**src/hdl/shgb_pkg.sv**
```systemverilog
// ----------------------------------------------------------------------------
// shgb_pkg
// shared widths, constants and codes of the spatial hash grid build
// ----------------------------------------------------------------------------
`default_nettype none

package shgb_pkg;

  localparam int MAX_PARTICLES = 1024;
  localparam int IDX_W         = $clog2(MAX_PARTICLES);
  localparam int CNT_W         = $clog2(MAX_PARTICLES + 1);
  localparam int POS_W         = 24;
  localparam int HASH_W        = 32;

  localparam int DIVD_W        = HASH_W;
  localparam int DIVS_W        = POS_W;
  localparam int DIV_STEP_W    = $clog2(DIVD_W + 1);

  localparam logic [HASH_W-1:0] HASH_MUL_X = 32'd15823;
  localparam logic [HASH_W-1:0] HASH_MUL_Y = 32'd9737333;

  localparam logic [POS_W-1:0]  RADIUS_RST = 24'd256;
  localparam logic [CNT_W-1:0]  COUNT_RST  = CNT_W'(MAX_PARTICLES);

  localparam logic [1:0] CMD_LOAD   = 2'd0;
  localparam logic [1:0] CMD_BUILD  = 2'd1;
  localparam logic [1:0] CMD_RD_SLOT = 2'd2;
  localparam logic [1:0] CMD_RD_KEY = 2'd3;

  localparam logic [1:0] ST_OK    = 2'd0;
  localparam logic [1:0] ST_RANGE = 2'd1;
  localparam logic [1:0] ST_EMPTY = 2'd2;

  localparam logic REG_RADIUS = 1'b0;
  localparam logic REG_COUNT  = 1'b1;

endpackage

`default_nettype wire

```
**src/hdl/shgb_div.sv**
```systemverilog
// ----------------------------------------------------------------------------
// shgb_div
// restoring divider, one quotient bit per cycle
// ----------------------------------------------------------------------------
`default_nettype none

module shgb_div import shgb_pkg::*; (
  input  wire logic              clk,
  input  wire logic              rst_n,
  input  wire logic              start,
  input  wire logic [DIVD_W-1:0] dividend,
  input  wire logic [DIVS_W-1:0] divisor,
  output logic                   done,
  output logic      [DIVD_W-1:0] quotient,
  output logic      [DIVS_W-1:0] remainder
);

  logic [DIV_STEP_W-1:0] cnt_r;
  logic                  done_r;
  logic [DIVS_W-1:0]     rem_r, rem_nxt;
  logic [DIVD_W-1:0]     quo_r, quo_nxt;
  logic [DIVS_W-1:0]     dvs_r;
  logic [DIVS_W:0]       shifted, diff;
  logic                  ge;

  always_comb begin
    shifted = {rem_r, quo_r[DIVD_W-1]};
    ge      = shifted >= {1'b0, dvs_r};
    diff    = shifted - {1'b0, dvs_r};
    rem_nxt = ge ? diff[DIVS_W-1:0] : shifted[DIVS_W-1:0];
    quo_nxt = {quo_r[DIVD_W-2:0], ge};
  end

  always_ff @(posedge clk) begin
    if (!rst_n) begin
      cnt_r  <= '0;
      done_r <= 1'b0;
    end else begin
      done_r <= 1'b0;
      if (start) begin
        cnt_r <= DIV_STEP_W'(DIVD_W);
      end else if (cnt_r != '0) begin
        cnt_r <= cnt_r - 1'b1;
        if (cnt_r == DIV_STEP_W'(1)) begin
          done_r <= 1'b1;
        end
      end
    end
  end

  always_ff @(posedge clk) begin
    if (start) begin
      rem_r <= '0;
      quo_r <= dividend;
      dvs_r <= divisor;
    end else if (cnt_r != '0) begin
      rem_r <= rem_nxt;
      quo_r <= quo_nxt;
    end
  end

  assign done      = done_r;
  assign quotient  = quo_r;
  assign remainder = rem_r;

endmodule

`default_nettype wire

```
**config.mk**
```make
export PLATFORM = sky130hd
export DESIGN_NAME = shgb_div
export DESIGN_NICKNAME = d
export VERILOG_FILES = /design/src/hdl/shgb_pkg.sv /design/src/hdl/shgb_div.sv
export SDC_FILE = /design/constraint.sdc
export NUM_CORES = 1
export LEC_CHECK = 0
export BUFFER_PORTS_ARGS = -buffer_cell sky130_fd_sc_hd__buf_2
export CORE_MARGIN = 4
export CORE_UTILIZATION = 54
export CTS_CLUSTER_DIAMETER = 30
export DETAILED_ROUTE_END_ITERATION = 6
export PLACE_DENSITY_LB_ADDON = 0.3
export SLEW_MARGIN = 20
export SYNTH_ARGS = -nofsm -noshare
export SYNTH_HDL_FRONTEND = slang
export SYNTH_SLANG_ARGS = --single-unit
```
**constraint.sdc**
```tcl
create_clock -name clk -period 3.1 [get_ports clk]
set_input_delay 0.465 -clock clk [delete_from_list [all_inputs] [get_ports clk]]
set_output_delay 0.465 -clock clk [all_outputs]
set_load 0.01 [all_outputs]
```
==> results.yml <==
routing:
  ant_nets: 0
  dr.pass1.iters: 4
  drt_iter0_drc: 209
  vias: 3766
  avgViaCountPerCell: 5.65
  drc: 0
  post_drt_wl_per_cell_um: 16.2
  routed_wl_um: 10800
timing:
  slew_headroom_pct: 49.1
  setup_slack_ns: 0.138
  min_period_ns: 2.96
  fmax_mhz: 338
  tns_ns: 0
  hold_viol_final: 0
  slew_violations: 0
  post-route-period-util_pct: 95.5
  worst_pin_slew_ns: 0.762
  skew_ns: 0.0105
  setup-violations-final: 0
setup_path:
  critical_path_arrival_ns: 3.22
  endpoint_kind: "flip-flop"
  path_class: "reg -> reg"
  slowest_stage: "o31ai_1"
  reg2reg_slack_ns: 0.14
  r2r-start: "quotient[31]"
  worstPathMaxFanout: 4
  r2r-end: "remainder[16]"
  crit_required_ns: 3.36
  r2r_cells: 11
  path_cells: "inv_1 -> ha_1 -> fa_1 -> nor2b_1 -> o31ai_1 -> a211oi_2 -> or3_1 -> a211oi_1 -> xor2_1 -> o21ai_0 -> o211a_1"
  slowest_delay_ns: 0.51
  critPathLaunch: "quotient[31]"
  start_kind: "flip-flop"
min_path:
  min_to: "dvs_r[4]"
  hold_path.class: "in -> reg"
  hold_depth: 1
  hp-start: "divisor[4]"
global_routing:
  grt_max_degree: 43
  grt_usage_pct: 21.7
  grt_pass1_wl_um: 17900
  antenna_found_initial: 0
  grt_pass1_vias: 3849
  grt-ovfl-total: 0
pwr:
  switching_share_pct: 41.0
  p_sw_mw: 2.21
  power_leakage_nw: 2.58
  seq_power_share_pct: 34.9
  peakVddDrop_mv: 0.432
  powerDensity_nw_per_um2: 959
  power_frac_comb_pct: 50.3
  p_int_mw: 3.18
  clkPwrFrac_pct: 14.8
yosys:
  synthMuxAreaShare_pct: 8.05
  mappedNetlistArea_um2: 4710
  synthCells: 437
  synth_compound_area_share_pct: 17.3
  yosysWarningCount: 0
  yosys-top-cells-count: "edfxtp_1 (56), nor2_1 (39), dfxtp_1 (31), mux2_2 (31)"
  synth_top_area_share_pct: 35.7
  synth_edf_count: 56
  synth.avg_cell_area_um2: 10.8
  syn_nets: 523
  ys_seq_elements: 87
  yosys.area_share.simple_pct: 10.6
  synth_top_family_by_area: "compound AO/OA/AOI/OAI gates"
  synthXorXnorAreaFrac_pct: 3.91
  synth_most_common_cell: "edfxtp_1"
  yosysUniqueCellTypes: 53
  synthTopCellsByArea: "edfxtp_1 (36%), dfxtp_1 (13%), mux2_2 (7.4%)"
  async_reset_ff_share_pct: 0
  synth_top_cell_by_area: "edfxtp_1"
  synth_ff_type: "edfxtp_1"
  synth_seq_area_share_pct: 48.9
  synth-adder-area-share_pct: 7.34
clocking:
  cts_tree: "done"
  cts_htree_levels: 3
  cts_buffer_depth: 2
  numCtsBuffers: 9
  cts-root-buf: "clkbuf_8"
  clock_latency_ns: 0.36
  clkTransAtPathRegs_ns: 0.09
  hold_buffers: 0
  cts.sinks: 87
floorplan:
  rows: 33
  ios: 116
  dieHeight_um: 101
  die_w_um: 101
  die-area_um2: 10300
  core_um2: 8340
  initial_core_util_pct: 56.4
placed_design:
  place_ws_ns: 0.214
  port_buffers: 115
  place_hpwl_um: 7920
  placedCellCount: 651
  place_congestion: 0.892
  place_area_um2: 5410
cells_and_area:
  stdcell_area_um2: 5610
  syn2layout_area_growth_pct: 19.2
  finish.utilization_pct: 67.3
  final_nets: 643
  finalNonFillerCells: 667
  drive_gt1_share_pct: 31.7
  antenna_cells: 0
job:
  cap_violations: 0
run_status:
  status: "completed"
-- metrics by stage --
step	total power [mW]	hold slack (ns)
final	5.38	0.275
after floorplan	3.81	0.484
after detailed placement	4.57	0.506
after global routing	5.82	0.254
after CTS	5.39	0.256
after global placement	4.50	0.499
-- cell usage in the layout, fill, tap and decap left out, drive strengths merged, types with 24 or more instances in the layout --
cell	n
nor2	39
mux2	31
edfxtp	56
dfxtp	31
ha	26
inv	31
buf	125
a211oi	24
a21oi	29
-- kinds of logic (layout without fill, tap and decap cells) --
group | after synthesis | in the layout
muxes | 34 | 34
xor gates and xnor gates | 21 | 21
adders and majority gates | 27 | 27
buffers and inverters | 45 | 170
AOI/OAI and AO/OA | 117 | 117
DFF | 87 | 87
and+or+nand+nor | 106 | 106
-- flip-flops by register name, indices dropped and copies added (netlist names) --
| name | count |
|---|---|
| quotient | 32 |
| dvs_r | 24 |
| remainder | 24 |
| cnt_r | 6 |
| done | 1 |
-- power by group through the flow --
stage / Combinational (mW) / Sequential (mW) / Clock, mW
detailed placement: 2.68 / 1.89 / 0
global route: 3.02 / 1.93 / 0.871
finish: 2.71 / 1.88 / 0.799
global placement: 2.61 / 1.89 / 0
CTS: 2.70 / 1.88 / 0.819
floorplan: 1.82 / 1.99 / 0
-- how the worst max path moves through the flow --
stage               slack (ns)             to
finish                    0.14  remainder[16]
detailed placement        0.21   remainder[3]
floorplan                 0.52   remainder[9]
global route             -0.06  remainder[16]
CTS                       0.18   remainder[2]
global placement          0.31  remainder[20]
-- layer usage --
| layer | up-vias | global-route usage [%] | share of wire [%] |
|---|---|---|---|
| met3 | 25 | 7.09 | 8.1 |
| met5 | - | 0 | 0 |
| met2 | 130 | 34.2 | 46 |
| li1 | 1866 | - | - |
| met4 | 0 | 9.71 | 2.6 |
| met1 | 1745 | 27.3 | 43 |
-- repair_timing --
item / in CTS / in global routing
setup endpoints to repair: 0 / 1
gates resized for setup: 0 / 1
buffers inserted: 0 / 0
-- area by class of cell --
| class | instances | area, µm² |
|---|---|---|
| Clock buffer | 9 | 124 |
| Clock inverter | 7 | 71.3 |
| Fill cell | 632 | 2730 |
| Inverter | 29 | 109 |
| Multi-Input combinational cell | 305 | 2220 |
| Sequential cell | 87 | 2300 |
| Tap cell | 105 | 131 |
| Timing Repair Buffer | 125 | 651 |
-- critical path, delay by kind of cell (launching register included) --
family / cells / cell delay (ns)
flops: 1 / 0.44
fa+ha+maj: 2 / 0.39
buf+inv: 1 / 0.09
compound gates: 5 / 1.25
simple gates: 2 / 0.53
xor+xnor: 1 / 0.17
No activity file was read; power rests on OpenSTA's default activity.
